==> src/hw/rtl/scrolling_digit_matrix_display_unit_macros.svh <==
// ----------------------------------------------------------------------------
// Scrolling digit matrix display: assertion macros
// Shared concurrent assertion forms, clocked on clk_i and held off in reset.
// ----------------------------------------------------------------------------
`ifndef SCROLLING_DIGIT_MATRIX_DISPLAY_UNIT_MACROS_SVH
`define SCROLLING_DIGIT_MATRIX_DISPLAY_UNIT_MACROS_SVH

// A property that must hold at every clock edge outside reset.
`define SDMD_ASSERT(lbl, prop, msg) \
  lbl: assert property (@(posedge clk_i) disable iff (!rst_ni) (prop)) else $error(msg);

// A condition that must be followed by a consequence in the next cycle.
`define SDMD_ASSERT_NEXT(lbl, ante, cons, msg) \
  lbl: assert property (@(posedge clk_i) disable iff (!rst_ni) (ante) |=> (cons)) else $error(msg);

`endif

==> src/hw/rtl/sdmd_pkg.sv <==
// ----------------------------------------------------------------------------
// Scrolling digit matrix display package
// Types, codes, glyph table and small arithmetic helpers shared by the block.
// ----------------------------------------------------------------------------
`timescale 1ns / 1ps
`default_nettype none

package sdmd_pkg;

  localparam int FRAME_BYTES_DEF = 10;
  localparam int GLYPH_ROWS_DEF  = 5;
  localparam int ROW_W           = 3;
  localparam int NUM_DIGITS      = 6;
  localparam int NUM_VALUES      = 8;

  // Input selectors and result kinds.
  localparam logic OP_BYTE     = 1'b0;
  localparam logic OP_TICK     = 1'b1;
  localparam logic KIND_ROW    = 1'b0;
  localparam logic KIND_BRIGHT = 1'b1;

  localparam logic [7:0] SYNC_BYTE = 8'hFF;

  // Display modes.
  localparam logic [7:0] MODE_CLOCK_FIRST = 8'd1;
  localparam logic [7:0] MODE_CLOCK_LAST  = 8'd3;
  localparam logic [7:0] MODE_LIGHT       = 8'd4;
  localparam logic [7:0] MODE_TEMP_C      = 8'd5;
  localparam logic [7:0] MODE_TEMP_F      = 8'd6;

  // Symbol codes beyond the ten digits.
  localparam logic [3:0] SYM_BAR   = 4'd10;
  localparam logic [3:0] SYM_X     = 4'd11;
  localparam logic [3:0] SYM_C     = 4'd12;
  localparam logic [3:0] SYM_F     = 4'd13;
  localparam logic [3:0] SYM_BLANK = 4'd15;
  localparam int         NUM_SYMS  = 14;

  localparam logic [31:0] COLON_BITS  = 32'h0004_0000 | 32'h0000_0100;
  localparam logic [31:0] POINT_BIT   = 32'h0000_1000;
  localparam logic [31:0] DEGREE_TOP  = 32'h0000_0020;
  localparam logic [31:0] DEGREE_MID  = 32'h0000_0050;

  localparam logic [12:0] BRIGHT_BASE = 13'd700;
  localparam logic [12:0] BRIGHT_MAX  = 13'd7000;

  // Text widths in columns.
  localparam logic [5:0] WIDTH_30 = 6'd30;
  localparam logic [5:0] WIDTH_28 = 6'd28;
  localparam logic [5:0] WIDTH_26 = 6'd26;
  localparam logic [5:0] WIDTH_24 = 6'd24;
  localparam logic [5:0] WIDTH_22 = 6'd22;
  localparam logic [5:0] WIDTH_18 = 6'd18;
  localparam logic [5:0] WINDOW_COLS = 6'd16;

  typedef logic [3:0] digit_t;

  typedef enum logic [1:0] {
    CLS_CLOCK,
    CLS_LIGHT,
    CLS_TEMP
  } mode_class_e;

  typedef enum logic {
    ROW_COMPOSE,
    ROW_WINDOW
  } row_op_e;

  typedef struct packed {
    row_op_e          op;
    mode_class_e      cls;
    logic             fahrenheit;
    logic [ROW_W-1:0] row;
  } row_ctl_t;

  localparam logic [2:0] GLYPHS [NUM_SYMS][8] = '{
    '{3'h7, 3'h5, 3'h5, 3'h5, 3'h7, 3'h0, 3'h0, 3'h0},
    '{3'h6, 3'h2, 3'h2, 3'h2, 3'h7, 3'h0, 3'h0, 3'h0},
    '{3'h7, 3'h1, 3'h7, 3'h4, 3'h7, 3'h0, 3'h0, 3'h0},
    '{3'h7, 3'h1, 3'h7, 3'h1, 3'h7, 3'h0, 3'h0, 3'h0},
    '{3'h5, 3'h5, 3'h7, 3'h1, 3'h1, 3'h0, 3'h0, 3'h0},
    '{3'h7, 3'h4, 3'h7, 3'h1, 3'h7, 3'h0, 3'h0, 3'h0},
    '{3'h7, 3'h4, 3'h7, 3'h5, 3'h7, 3'h0, 3'h0, 3'h0},
    '{3'h7, 3'h1, 3'h1, 3'h1, 3'h1, 3'h0, 3'h0, 3'h0},
    '{3'h7, 3'h5, 3'h7, 3'h5, 3'h7, 3'h0, 3'h0, 3'h0},
    '{3'h7, 3'h5, 3'h7, 3'h1, 3'h7, 3'h0, 3'h0, 3'h0},
    '{3'h2, 3'h2, 3'h2, 3'h2, 3'h2, 3'h0, 3'h0, 3'h0},
    '{3'h0, 3'h0, 3'h5, 3'h2, 3'h5, 3'h0, 3'h0, 3'h0},
    '{3'h3, 3'h4, 3'h4, 3'h4, 3'h3, 3'h0, 3'h0, 3'h0},
    '{3'h7, 3'h4, 3'h7, 3'h4, 3'h4, 3'h0, 3'h0, 3'h0}
  };

  // Glyph rows of 12:00:00, the picture shown straight after reset.
  localparam logic [31:0] RESET_ROWS [8] = '{
    32'h0671_DC77, 32'h0215_5555, 32'h0271_5455, 32'h0245_5555,
    32'h0771_DC77, 32'h0000_0000, 32'h0000_0000, 32'h0000_0000
  };

  // hh, mm, ss, l1, l2, l3, t1, t2
  localparam logic [7:0] SHOWN_RESET [NUM_VALUES] = '{
    8'd12, 8'd0, 8'd0, 8'd7, 8'd65, 8'd4, 8'd23, 8'd4
  };

  function automatic logic [2:0] sym_row(input digit_t code, input logic [ROW_W-1:0] row);
    logic [2:0] bits;
    bits = 3'h0;
    if (code < 4'(NUM_SYMS)) begin
      bits = GLYPHS[code][row];
    end
    return bits;
  endfunction

  // Quotient by ten through the reciprocal 205/2048, exact for byte values.
  function automatic logic [7:0] div10(input logic [7:0] x);
    logic [15:0] prod;
    prod = 16'(x) * 16'd205;
    return {3'b000, prod[15:11]};
  endfunction

  // Quotient by one hundred through 41/4096, exact for byte values.
  function automatic logic [7:0] div100(input logic [7:0] x);
    logic [15:0] prod;
    prod = 16'(x) * 16'd41;
    return {4'b0000, prod[15:12]};
  endfunction

  // Digit code for a value; anything above nine shows as a blank.
  function automatic digit_t dcode(input logic [7:0] x);
    return (x <= 8'd9) ? x[3:0] : SYM_BLANK;
  endfunction

endpackage

`default_nettype wire

==> src/hw/rtl/scrolling_digit_matrix_display_unit.sv <==
// ----------------------------------------------------------------------------
// Scrolling digit matrix display unit
// Frame decoding, glyph rendering and scroll windows for a dot matrix panel.
// ----------------------------------------------------------------------------
// Link bytes and scroll ticks arrive on one input stream, selected by tuser.
// A link byte is taken only while the unit is idle; bytes outside a frame are
// dropped until the 0xFF sync byte. The last byte of a frame starts a busy
// sequence (latch, digit split, rendering of each glyph row, brightness) that
// ends in one brightness transfer before the next item is taken; an unknown
// mode skips the rendering rows. A scroll tick yields GLYPH_ROWS + 1 row-window
// transfers, one per cycle, the last of them being the mode indicator row with
// tlast set. The shared row unit builds or windows one row per cycle, and the
// transfers stretch while the output is back-pressured. The input is not
// ready during a sequence. No clearing pass follows reset: the reset picture
// is 12:00:00 in clock mode.
`timescale 1ns / 1ps
`default_nettype none

`include "scrolling_digit_matrix_display_unit_macros.svh"

module scrolling_digit_matrix_display_unit #(
  parameter int FRAME_BYTES = sdmd_pkg::FRAME_BYTES_DEF,
  parameter int GLYPH_ROWS  = sdmd_pkg::GLYPH_ROWS_DEF
) (
  input  wire logic        clk_i,
  input  wire logic        rst_ni,
  input  wire logic        s_axis_tvalid,
  output logic             s_axis_tready,
  input  wire logic [7:0]  s_axis_tdata,   // [7:0] byte_value
  input  wire logic        s_axis_tuser,   // [0] opcode
  output logic             m_axis_tvalid,
  input  wire logic        m_axis_tready,
  output logic [31:0]      m_axis_tdata,   // [2:0] row_index, [18:3] row_pixels,
                                           // [31:19] brightness
  output logic             m_axis_tuser,   // [0] kind
  output logic             m_axis_tlast    // last
);

  localparam int CNT_W = $clog2(GLYPH_ROWS + 1);
  localparam int LS_W  = $clog2(GLYPH_ROWS);

  typedef enum logic [2:0] {
    ST_IDLE,
    ST_LATCH,
    ST_DIGITS,
    ST_RENDER,
    ST_BRIGHT,
    ST_SCAN
  } state_e;

  state_e                 state_q;
  logic [CNT_W-1:0]       row_q;
  logic [7:0]             mode_q;
  logic [7:0]             shown_q [sdmd_pkg::NUM_VALUES];
  logic [31:0]            line_q [GLYPH_ROWS];
  logic [5:0]             width_q;
  logic [5:0]             scroll_q;
  sdmd_pkg::digit_t       digit_q [sdmd_pkg::NUM_DIGITS];
  sdmd_pkg::mode_class_e  class_q;
  logic                   fahr_q;
  logic [17:0]            bright_raw_q;

  logic                   out_valid_q;
  logic                   out_kind_q;
  logic [2:0]             out_row_q;
  logic [15:0]            out_pix_q;
  logic [12:0]            out_bright_q;
  logic                   out_last_q;

  logic                   in_accept;
  logic                   byte_accept;
  logic                   tick_accept;
  logic                   frame_done;
  logic [7:0]             frame_bytes [FRAME_BYTES-1];
  logic                   out_free;
  logic                   out_load;
  logic                   mode_valid;

  sdmd_pkg::digit_t       digit_d [sdmd_pkg::NUM_DIGITS];
  sdmd_pkg::mode_class_e  class_d;
  logic [5:0]             width_d;
  logic [7:0]             q10 [3];
  logic [7:0]             t1_q10;
  logic [7:0]             t1_q100;
  logic [17:0]            bright_raw_d;
  logic [17:0]            bright_sum;
  logic [12:0]            bright_cap;
  logic [5:0]             offset;
  logic [5:0]             scroll_inc;
  logic [15:0]            indicator;
  sdmd_pkg::row_ctl_t     row_ctl;
  logic [31:0]            row_word;

  logic                   bright_xfer;
  logic                   row_xfer;
  logic                   bright_ok;
  logic                   row_ok;
  logic                   scan_start;

  assign s_axis_tready = (state_q == ST_IDLE);
  assign in_accept     = s_axis_tvalid && s_axis_tready;
  assign byte_accept   = in_accept && (s_axis_tuser == sdmd_pkg::OP_BYTE);
  assign tick_accept   = in_accept && (s_axis_tuser == sdmd_pkg::OP_TICK);
  assign out_free      = !out_valid_q || m_axis_tready;
  // The output register takes a new transfer in this cycle.
  assign out_load      = out_free && ((state_q == ST_BRIGHT) || (state_q == ST_SCAN));
  assign mode_valid    = (mode_q >= sdmd_pkg::MODE_CLOCK_FIRST) &&
                         (mode_q <= sdmd_pkg::MODE_TEMP_F);

  assign m_axis_tvalid = out_valid_q;
  assign m_axis_tdata  = {out_bright_q, out_pix_q, out_row_q};
  assign m_axis_tuser  = out_kind_q;
  assign m_axis_tlast  = out_last_q;

  sdmd_frame_rx #(
    .FRAME_BYTES (FRAME_BYTES)
  ) u_frame_rx (
    .clk_i        (clk_i),
    .rst_ni       (rst_ni),
    .byte_valid_i (byte_accept),
    .byte_i       (s_axis_tdata),
    .done_o       (frame_done),
    .bytes_o      (frame_bytes)
  );

  // Digit split, text width and brightness terms for the latched values.
  always_comb begin
    for (int i = 0; i < 3; i++) begin
      q10[i] = sdmd_pkg::div10(shown_q[i]);
    end
    t1_q10  = sdmd_pkg::div10(shown_q[6]);
    t1_q100 = sdmd_pkg::div100(shown_q[6]);
    for (int i = 0; i < sdmd_pkg::NUM_DIGITS; i++) begin
      digit_d[i] = sdmd_pkg::SYM_BLANK;
    end
    if (mode_q <= sdmd_pkg::MODE_CLOCK_LAST) begin
      class_d = sdmd_pkg::CLS_CLOCK;
      for (int i = 0; i < 3; i++) begin
        digit_d[2*i]   = sdmd_pkg::dcode(q10[i]);
        digit_d[2*i+1] = sdmd_pkg::dcode(shown_q[i] - 8'(q10[i] * 8'd10));
      end
      width_d = (shown_q[0] >= 8'd10) ? sdmd_pkg::WIDTH_28 : sdmd_pkg::WIDTH_24;
    end else if (mode_q == sdmd_pkg::MODE_LIGHT) begin
      class_d    = sdmd_pkg::CLS_LIGHT;
      digit_d[0] = sdmd_pkg::dcode(sdmd_pkg::div10(shown_q[3]));
      digit_d[1] = sdmd_pkg::dcode(shown_q[3] - 8'(sdmd_pkg::div10(shown_q[3]) * 8'd10));
      digit_d[2] = sdmd_pkg::dcode(sdmd_pkg::div10(shown_q[4]));
      digit_d[3] = sdmd_pkg::dcode(shown_q[4] - 8'(sdmd_pkg::div10(shown_q[4]) * 8'd10));
      digit_d[4] = sdmd_pkg::dcode(shown_q[5]);
      if (shown_q[3] >= 8'd10) begin
        width_d = sdmd_pkg::WIDTH_30;
      end else if (shown_q[3] != 8'd0) begin
        width_d = sdmd_pkg::WIDTH_26;
      end else if (shown_q[4] >= 8'd10) begin
        width_d = sdmd_pkg::WIDTH_22;
      end else begin
        width_d = sdmd_pkg::WIDTH_18;
      end
    end else begin
      class_d    = sdmd_pkg::CLS_TEMP;
      digit_d[0] = sdmd_pkg::dcode(t1_q100);
      digit_d[1] = sdmd_pkg::dcode(t1_q10 - 8'(t1_q100 * 8'd10));
      digit_d[2] = sdmd_pkg::dcode(shown_q[6] - 8'(t1_q10 * 8'd10));
      digit_d[3] = sdmd_pkg::dcode(shown_q[7]);
      if (shown_q[6] >= 8'd100) begin
        width_d = sdmd_pkg::WIDTH_26;
      end else if (shown_q[6] >= 8'd10) begin
        width_d = sdmd_pkg::WIDTH_22;
      end else begin
        width_d = sdmd_pkg::WIDTH_18;
      end
    end
    bright_raw_d = 18'(shown_q[3]) * 18'd1000 + 18'(shown_q[4]) * 18'd10;
    bright_sum   = bright_raw_q + 18'(sdmd_pkg::BRIGHT_BASE);
    bright_cap   = (bright_sum > 18'(sdmd_pkg::BRIGHT_MAX)) ? sdmd_pkg::BRIGHT_MAX
                                                            : bright_sum[12:0];
  end

  // Scroll window offset, indicator row and the advanced scroll position.
  always_comb begin
    offset     = (width_q >= sdmd_pkg::WINDOW_COLS) ? (width_q - sdmd_pkg::WINDOW_COLS)
                                                    : 6'd0;
    indicator  = mode_valid ? (16'd1 << (3'd6 - mode_q[2:0])) : 16'd0;
    scroll_inc = scroll_q + 6'd1;
  end

  always_comb begin
    row_ctl.op         = (state_q == ST_SCAN) ? sdmd_pkg::ROW_WINDOW : sdmd_pkg::ROW_COMPOSE;
    row_ctl.cls        = class_q;
    row_ctl.fahrenheit = fahr_q;
    row_ctl.row        = row_q[sdmd_pkg::ROW_W-1:0];
  end

  sdmd_row_unit u_row_unit (
    .ctl_i    (row_ctl),
    .digits_i (digit_q),
    .line_i   (line_q[row_q[LS_W-1:0]]),
    .scroll_i (scroll_q),
    .offset_i (offset),
    .word_o   (row_word)
  );

  always_ff @(posedge clk_i or negedge rst_ni) begin
    if (!rst_ni) begin
      state_q      <= ST_IDLE;
      row_q        <= '0;
      mode_q       <= sdmd_pkg::MODE_CLOCK_FIRST;
      for (int i = 0; i < sdmd_pkg::NUM_VALUES; i++) begin
        shown_q[i] <= sdmd_pkg::SHOWN_RESET[i];
      end
      for (int r = 0; r < GLYPH_ROWS; r++) begin
        line_q[r] <= sdmd_pkg::RESET_ROWS[r];
      end
      width_q      <= sdmd_pkg::WIDTH_28;
      scroll_q     <= '0;
      for (int i = 0; i < sdmd_pkg::NUM_DIGITS; i++) begin
        digit_q[i] <= sdmd_pkg::SYM_BLANK;
      end
      class_q      <= sdmd_pkg::CLS_CLOCK;
      fahr_q       <= 1'b0;
      bright_raw_q <= '0;
      out_valid_q  <= 1'b0;
      out_kind_q   <= sdmd_pkg::KIND_ROW;
      out_row_q    <= '0;
      out_pix_q    <= '0;
      out_bright_q <= '0;
      out_last_q   <= 1'b0;
    end else begin
      if (m_axis_tready && !out_load) begin
        out_valid_q <= 1'b0;
      end
      unique case (state_q)
        ST_IDLE: begin
          row_q <= '0;
          if (tick_accept) begin
            state_q <= ST_SCAN;
          end else if (frame_done) begin
            state_q <= ST_LATCH;
          end
        end
        ST_LATCH: begin
          if (mode_q != frame_bytes[0]) begin
            mode_q   <= frame_bytes[0];
            scroll_q <= '0;
          end
          for (int i = 0; i < sdmd_pkg::NUM_VALUES; i++) begin
            shown_q[i] <= frame_bytes[i+1];
          end
          state_q <= ST_DIGITS;
        end
        ST_DIGITS: begin
          bright_raw_q <= bright_raw_d;
          if (mode_valid) begin
            digit_q <= digit_d;
            class_q <= class_d;
            fahr_q  <= (mode_q == sdmd_pkg::MODE_TEMP_F);
            width_q <= width_d;
            state_q <= ST_RENDER;
          end else begin
            state_q <= ST_BRIGHT;
          end
        end
        ST_RENDER: begin
          line_q[row_q[LS_W-1:0]] <= row_word;
          if (row_q == CNT_W'(GLYPH_ROWS - 1)) begin
            state_q <= ST_BRIGHT;
          end else begin
            row_q <= row_q + CNT_W'(1);
          end
        end
        ST_BRIGHT: begin
          if (out_load) begin
            out_valid_q  <= 1'b1;
            out_kind_q   <= sdmd_pkg::KIND_BRIGHT;
            out_row_q    <= '0;
            out_pix_q    <= '0;
            out_bright_q <= bright_cap;
            out_last_q   <= 1'b1;
            state_q      <= ST_IDLE;
          end
        end
        ST_SCAN: begin
          if (out_load) begin
            out_valid_q  <= 1'b1;
            out_kind_q   <= sdmd_pkg::KIND_ROW;
            out_row_q    <= row_q[2:0];
            out_bright_q <= '0;
            if (row_q == CNT_W'(GLYPH_ROWS)) begin
              out_pix_q  <= indicator;
              out_last_q <= 1'b1;
              scroll_q   <= (scroll_inc > width_q) ? 6'd0 : scroll_inc;
              state_q    <= ST_IDLE;
            end else begin
              out_pix_q  <= row_word[15:0];
              out_last_q <= 1'b0;
              row_q      <= row_q + CNT_W'(1);
            end
          end
        end
        default: state_q <= ST_IDLE;
      endcase
    end
  end

  assign bright_xfer = m_axis_tvalid && (m_axis_tuser == sdmd_pkg::KIND_BRIGHT);
  assign row_xfer    = m_axis_tvalid && (m_axis_tuser == sdmd_pkg::KIND_ROW);
  assign bright_ok   = m_axis_tlast && (m_axis_tdata[18:0] == 19'd0) &&
                       (m_axis_tdata[31:19] >= sdmd_pkg::BRIGHT_BASE) &&
                       (m_axis_tdata[31:19] <= sdmd_pkg::BRIGHT_MAX);
  assign row_ok      = (m_axis_tdata[31:19] == 13'd0) &&
                       (m_axis_tlast == (32'(m_axis_tdata[2:0]) == 32'(GLYPH_ROWS % 8)));
  assign scan_start  = (state_q == ST_SCAN) && (row_q == '0);

  `SDMD_ASSERT(a_bright_form, bright_xfer |-> bright_ok, "brightness transfer malformed")
  `SDMD_ASSERT(a_row_form, row_xfer |-> row_ok, "row window transfer malformed")
  `SDMD_ASSERT_NEXT(a_tick_scan, tick_accept, scan_start, "scroll tick did not start a scan")

endmodule

`default_nettype wire

==> src/hw/rtl/sdmd_frame_rx.sv <==
// ----------------------------------------------------------------------------
// Frame receiver
// Hunts for the sync byte, then collects the data bytes of one frame.
// ----------------------------------------------------------------------------
`timescale 1ns / 1ps
`default_nettype none

module sdmd_frame_rx #(
  parameter int FRAME_BYTES = sdmd_pkg::FRAME_BYTES_DEF
) (
  input  wire logic       clk_i,
  input  wire logic       rst_ni,
  input  wire logic       byte_valid_i,
  input  wire logic [7:0] byte_i,
  output logic            done_o,
  output logic [7:0]      bytes_o [FRAME_BYTES-1]
);

  localparam int CNT_W = $clog2(FRAME_BYTES);
  localparam int IDX_W = $clog2(FRAME_BYTES - 1);

  logic [CNT_W-1:0] count_q;
  logic [CNT_W-1:0] wr_idx;
  logic [7:0]       bytes_q [FRAME_BYTES-1];

  assign wr_idx = count_q - CNT_W'(1);
  assign done_o = byte_valid_i && (count_q == CNT_W'(FRAME_BYTES - 1));
  assign bytes_o = bytes_q;

  always_ff @(posedge clk_i or negedge rst_ni) begin
    if (!rst_ni) begin
      count_q <= '0;
    end else if (byte_valid_i) begin
      if (count_q == '0) begin
        if (byte_i == sdmd_pkg::SYNC_BYTE) begin
          count_q <= CNT_W'(1);
        end
      end else if (done_o) begin
        count_q <= '0;
      end else begin
        count_q <= count_q + CNT_W'(1);
      end
    end
  end

  // A sync byte inside an open frame is kept as ordinary data.
  always_ff @(posedge clk_i) begin
    if (byte_valid_i && (count_q != '0)) begin
      bytes_q[wr_idx[IDX_W-1:0]] <= byte_i;
    end
  end

endmodule

`default_nettype wire

==> src/hw/rtl/sdmd_row_unit.sv <==
// ----------------------------------------------------------------------------
// Row unit
// Shared row datapath: builds one 32-bit glyph row of the text, or cuts the
// sixteen visible columns out of a stored row for the current scroll.
// ----------------------------------------------------------------------------
`timescale 1ns / 1ps
`default_nettype none

module sdmd_row_unit (
  input  wire sdmd_pkg::row_ctl_t ctl_i,
  input  wire sdmd_pkg::digit_t   digits_i [sdmd_pkg::NUM_DIGITS],
  input  wire logic [31:0]        line_i,
  input  wire logic [5:0]         scroll_i,
  input  wire logic [5:0]         offset_i,
  output logic [31:0]             word_o
);

  logic [31:0] g [sdmd_pkg::NUM_DIGITS];
  logic [31:0] shifted;
  logic [31:0] unit_sym;

  always_comb begin
    for (int i = 0; i < sdmd_pkg::NUM_DIGITS; i++) begin
      g[i] = 32'(sdmd_pkg::sym_row(digits_i[i], ctl_i.row));
    end
    unit_sym = 32'(sdmd_pkg::sym_row(ctl_i.fahrenheit ? sdmd_pkg::SYM_F : sdmd_pkg::SYM_C,
                                     ctl_i.row));
    shifted = '0;
    word_o  = '0;
    unique case (ctl_i.op)
      sdmd_pkg::ROW_COMPOSE: begin
        case (ctl_i.cls)
          sdmd_pkg::CLS_CLOCK: begin
            word_o = (g[0] << 24) | (g[1] << 20) | (g[2] << 14) | (g[3] << 10)
                   | (g[4] << 4) | g[5];
            if ((ctl_i.row == 3'd1) || (ctl_i.row == 3'd3)) begin
              word_o = word_o | sdmd_pkg::COLON_BITS;
            end
          end
          sdmd_pkg::CLS_LIGHT: begin
            word_o = (g[0] << 26) | (g[1] << 22) | (g[2] << 18) | (g[3] << 14)
                   | (g[4] << 8)
                   | (32'(sdmd_pkg::sym_row(sdmd_pkg::SYM_BAR, ctl_i.row)) << 4)
                   | 32'(sdmd_pkg::sym_row(sdmd_pkg::SYM_X, ctl_i.row));
            if (ctl_i.row == 3'd4) begin
              word_o = word_o | sdmd_pkg::POINT_BIT;
            end
          end
          sdmd_pkg::CLS_TEMP: begin
            word_o = (g[0] << 22) | (g[1] << 18) | (g[2] << 14) | (g[3] << 8) | unit_sym;
            if (ctl_i.row == 3'd4) begin
              word_o = word_o | sdmd_pkg::POINT_BIT;
            end
            if ((ctl_i.row == 3'd0) || (ctl_i.row == 3'd2)) begin
              word_o = word_o | sdmd_pkg::DEGREE_TOP;
            end else if (ctl_i.row == 3'd1) begin
              word_o = word_o | sdmd_pkg::DEGREE_MID;
            end
          end
          default: word_o = '0;
        endcase
      end
      sdmd_pkg::ROW_WINDOW: begin
        // Shifts of 32 or more empty the word rather than wrap.
        shifted = scroll_i[5] ? 32'h0 : (line_i << scroll_i[4:0]);
        word_o  = offset_i[5] ? 32'h0 : (shifted >> offset_i[4:0]);
      end
    endcase
  end

endmodule

`default_nettype wire

==> config.mk <==
export PLATFORM = sky130hd
export DESIGN_NAME = scrolling_digit_matrix_display_unit
export DESIGN_NICKNAME = d
export VERILOG_FILES = /design/src/hw/rtl/sdmd_pkg.sv /design/src/hw/rtl/scrolling_digit_matrix_display_unit.sv /design/src/hw/rtl/sdmd_frame_rx.sv /design/src/hw/rtl/sdmd_row_unit.sv
export VERILOG_INCLUDE_DIRS = /design/src /design/src/hw/rtl
export SDC_FILE = /design/constraint.sdc
export NUM_CORES = 2
export LEC_CHECK = 0
export ABC_AREA = 1
export BUFFER_PORTS_ARGS = -buffer_cell sky130_fd_sc_hd__buf_2
export CORE_MARGIN = 5
export CORE_UTILIZATION = 40
export CTS_BUF_LIST = sky130_fd_sc_hd__clkbuf_16
export CTS_CLUSTER_SIZE = 20
export DETAILED_ROUTE_END_ITERATION = 10
export SYNTH_ARGS = -nofsm -noshare
export SYNTH_HDL_FRONTEND = slang
export SYNTH_SLANG_ARGS = --single-unit
==> constraint.sdc <==
create_clock -name clk_i -period 8.57 [get_ports clk_i]
set_input_delay 1.2855 -clock clk_i [delete_from_list [all_inputs] [get_ports clk_i]]
set_output_delay 1.2855 -clock clk_i [all_outputs]
set_load 0.05 [all_outputs]
==> flow_metrics.tcl <==
set metrics [dict create \
    cts_tree "yes" \
    fillerInstances 8860 \
    r2r-end "digit_q[15]" \
    hold_viol_final 0 \
    clk-insertion-delay-late_ns 0.62 \
    dieArea_um2 92900 \
    die_x_um 305 \
    cp.required_ns 9.09 \
    nNetsFinal 5061 \
    synth_seq_cells 401 \
    route.met2.wl_um 46900 \
    arrival_ns 7.01 \
    cts-root-buf "clkbuf_16" \
    fin_crit_ns 6.49 \
    grt_pass1_vias 29299 \
    run_status "finished clean" \
    portBuffers 47 \
    path_buf_inv 5 \
    crit_top_cell "ha_1" \
    synth_cells 4493 \
    netlist_area_um2 34700 \
    drv_slew 0 \
    core_um2 86500 \
    rsz0062_at_grt "no" \
    endpoint_kind "flop" \
    r2r_setup_slack_ns 2.08 \
    mostFrequentLayoutCell "nand2_1" \
    cts_buffers 49 \
    drive_above_1_share_pct 7.03 \
    overflow 0 \
    routedWlPerCell_um 17.9 \
    clock_sinks 401 \
    max_freq_mhz 154 \
    synth_enable_flop_cells 72 \
    hpwlAfterDp_um 73700 \
    cts_max_level 2 \
    holdBufCountCts 0 \
    synth_top_area_share_pct 17.8 \
    antenna_found_initial 1 \
    top_layer "met4" \
    via_per_inst 5.34 \
    worstSetupStartpointType "flop" \
    hold_path_class "reg -> reg" \
    firstDrtPassIters 6 \
    holdWs_ns 0.446 \
    crit_slowest_cell "dfstp_2" \
    finalSetupTns_ns 0 \
    path_depth 29 \
    synth_area_leaders "ha_1 18%, dfrtp_1 16%, nand2_1 13%" \
    ioPinCount 49 \
    yosysTopAreaCell "ha_1" \
    clkTransAtPathRegs_ns 0.06 \
    n_antenna_cell 0 \
    met1_length_um 45100 \
    grt_usage_pct 21.5 \
    cp-startpoint "shown_q[10]" \
    slew_headroom_pct 15.9 \
    syn-num-nets 5098 \
    ys.flop_type "dfrtp_1" \
    ant_nets 0 \
    setup_viol 0 \
    async_flop_share_pct 82.0 \
    worst_clock_skew_ns 0.0400 \
    worstRegToRegCells 29 \
    ys_warn_count 0 \
    crit_fanout 9 \
    clock_path_buffers 3 \
    drc 0 \
    tightest_slew_ns 1.26 \
    wl_um 101000 \
    num_vias 30174 \
    die_y_um 305 \
    path_delay_family "adder cells" \
    globalplace.congestion 0.918 \
    area_growth_pct 8.28 \
    num_rows 108 \
    r2r-start "shown_q[10]" \
    cp-endpoint "digit_q[15]" \
    postCtsSetupRepairBufs 0 \
    post-route-period-util_pct 75.8 \
    wl_met3_um 6080 \
    worstSetupPathType "reg -> reg" \
    grt_max_degree 136 \
    drt_iter0_markers 2439 \
    postSynthAreaPerCell_um2 7.73 \
    cts_resized 0 \
    grt_pass1_wl_um 163000 \
    start_util_pct 40.2 \
    maxCapViolCount 0 \
    yosysSeqAreaShare_pct 30.3 \
    synth.distinct_cells 57 \
    cpPeakStageDelay_ns 0.66 \
    mostFrequentLayoutCells "1173 x nand2_1, 533 x inv_1, 494 x ha_1" \
]
==> sequential cells by signal (all words and copies together) (netlist names), 2 cells and up <==
register            flops
bright_raw_q           17
u_frame_rx.count_q      4
shown_q                64
scroll_q                6
out_bright_q           12
out_row_q               3
line_q                160
state_q                 3
class_q                 2
row_q                   3
width_q                 3
mode_q                  8
out_pix_q              16
u_frame_rx.bytes_o     72
digit_q                24
==> metrics by stage <==
stage / worst slack [ns] / instances / cell area [µm²] / util (%)
floorplan: 2.66 / 4493 / 34700 / -
global route: 1.56 / 5651 / 37600 / 43.5
finish: 2.08 / 5651 / 37600 / 43.5
CTS: 2.06 / 5651 / 37600 / 43.5
detailed placement: 2.08 / 5560 / 36100 / 41.7
global placement: 2.20 / 5560 / 36100 / 41.7
==> worst min-delay path, cell delays in order (launching register included) <==
cell and delay (ns):
edfxtp_1 0.32, nand2_1 0.05, nand2_1 0.05
==> routing by layer <==
layer / vias to the layer above / GRT usage, %
met5: - / 0
met4: 0 / 6.14
met3: 169 / 2.83
met2: 884 / 35.8
met1: 14308 / 29.4
li1: 14813 / -
==> how the worst min path moves through the flow <==
stage | start | endpoint | slack, ns | cells past startpoint
4_1_cts | u_frame_rx.bytes_o[6] | shown_q[6] | 0.45 | 2
3_3_place_gp | u_frame_rx.bytes_o[21] | shown_q[21] | 0.43 | 2
5_1_grt | u_frame_rx.bytes_o[4] | shown_q[4] | 0.46 | 2
3_5_place_dp | u_frame_rx.bytes_o[2] | shown_q[2] | 0.43 | 2
6_report | u_frame_rx.bytes_o[6] | shown_q[6] | 0.45 | 2
2_1_floorplan | u_frame_rx.bytes_o[16] | shown_q[16] | 0.43 | 2
==> cells by family (layout without fill, tap and decap cells) <==
kind of cell	count (synthesis)	count (layout)	synth area share [%]
other	1	1	0.0108
adders and majority gates	592	592	23.4
AOI/OAI and AO/OA	608	608	10.0
muxes	6	6	0.194
xor gates and xnor gates	138	138	3.48
buffers and inverters	711	714	7.88
DFF	401	401	30.3
and+or+nand+nor	2036	2036	24.6
==> synth_stat cells (29+ instances only) <==
master    instances
a21oi_1         162
nand4_1          67
xnor2_1          50
nand2_1        1173
edfxtp_1         72
o21ai_0         250
xor2_1           88
fa_1             98
nand3_1         484
clkbuf_1        112
o211ai_1         40
dfstp_2         111
buf_2            29
ha_1            494
nor2_1          246
nor3_1           35
inv_1           522
dfrtp_1         218
==> cell type report <==
class	count	area, µm²	share of cell area [%]
Multi-Input combinational cell	3381	21500	57.2
Sequential cell	401	10500	28.0
Inverter	544	2040	5.43
Tap cell	1155	1450	3.84
Clock buffer	51	1280	3.39
Timing Repair Buffer	79	498	1.32
Clock inverter	40	290	0.771
Power is not shown: default switching activity piles up to over one toggle a cycle in this logic, so the estimate is an artifact.
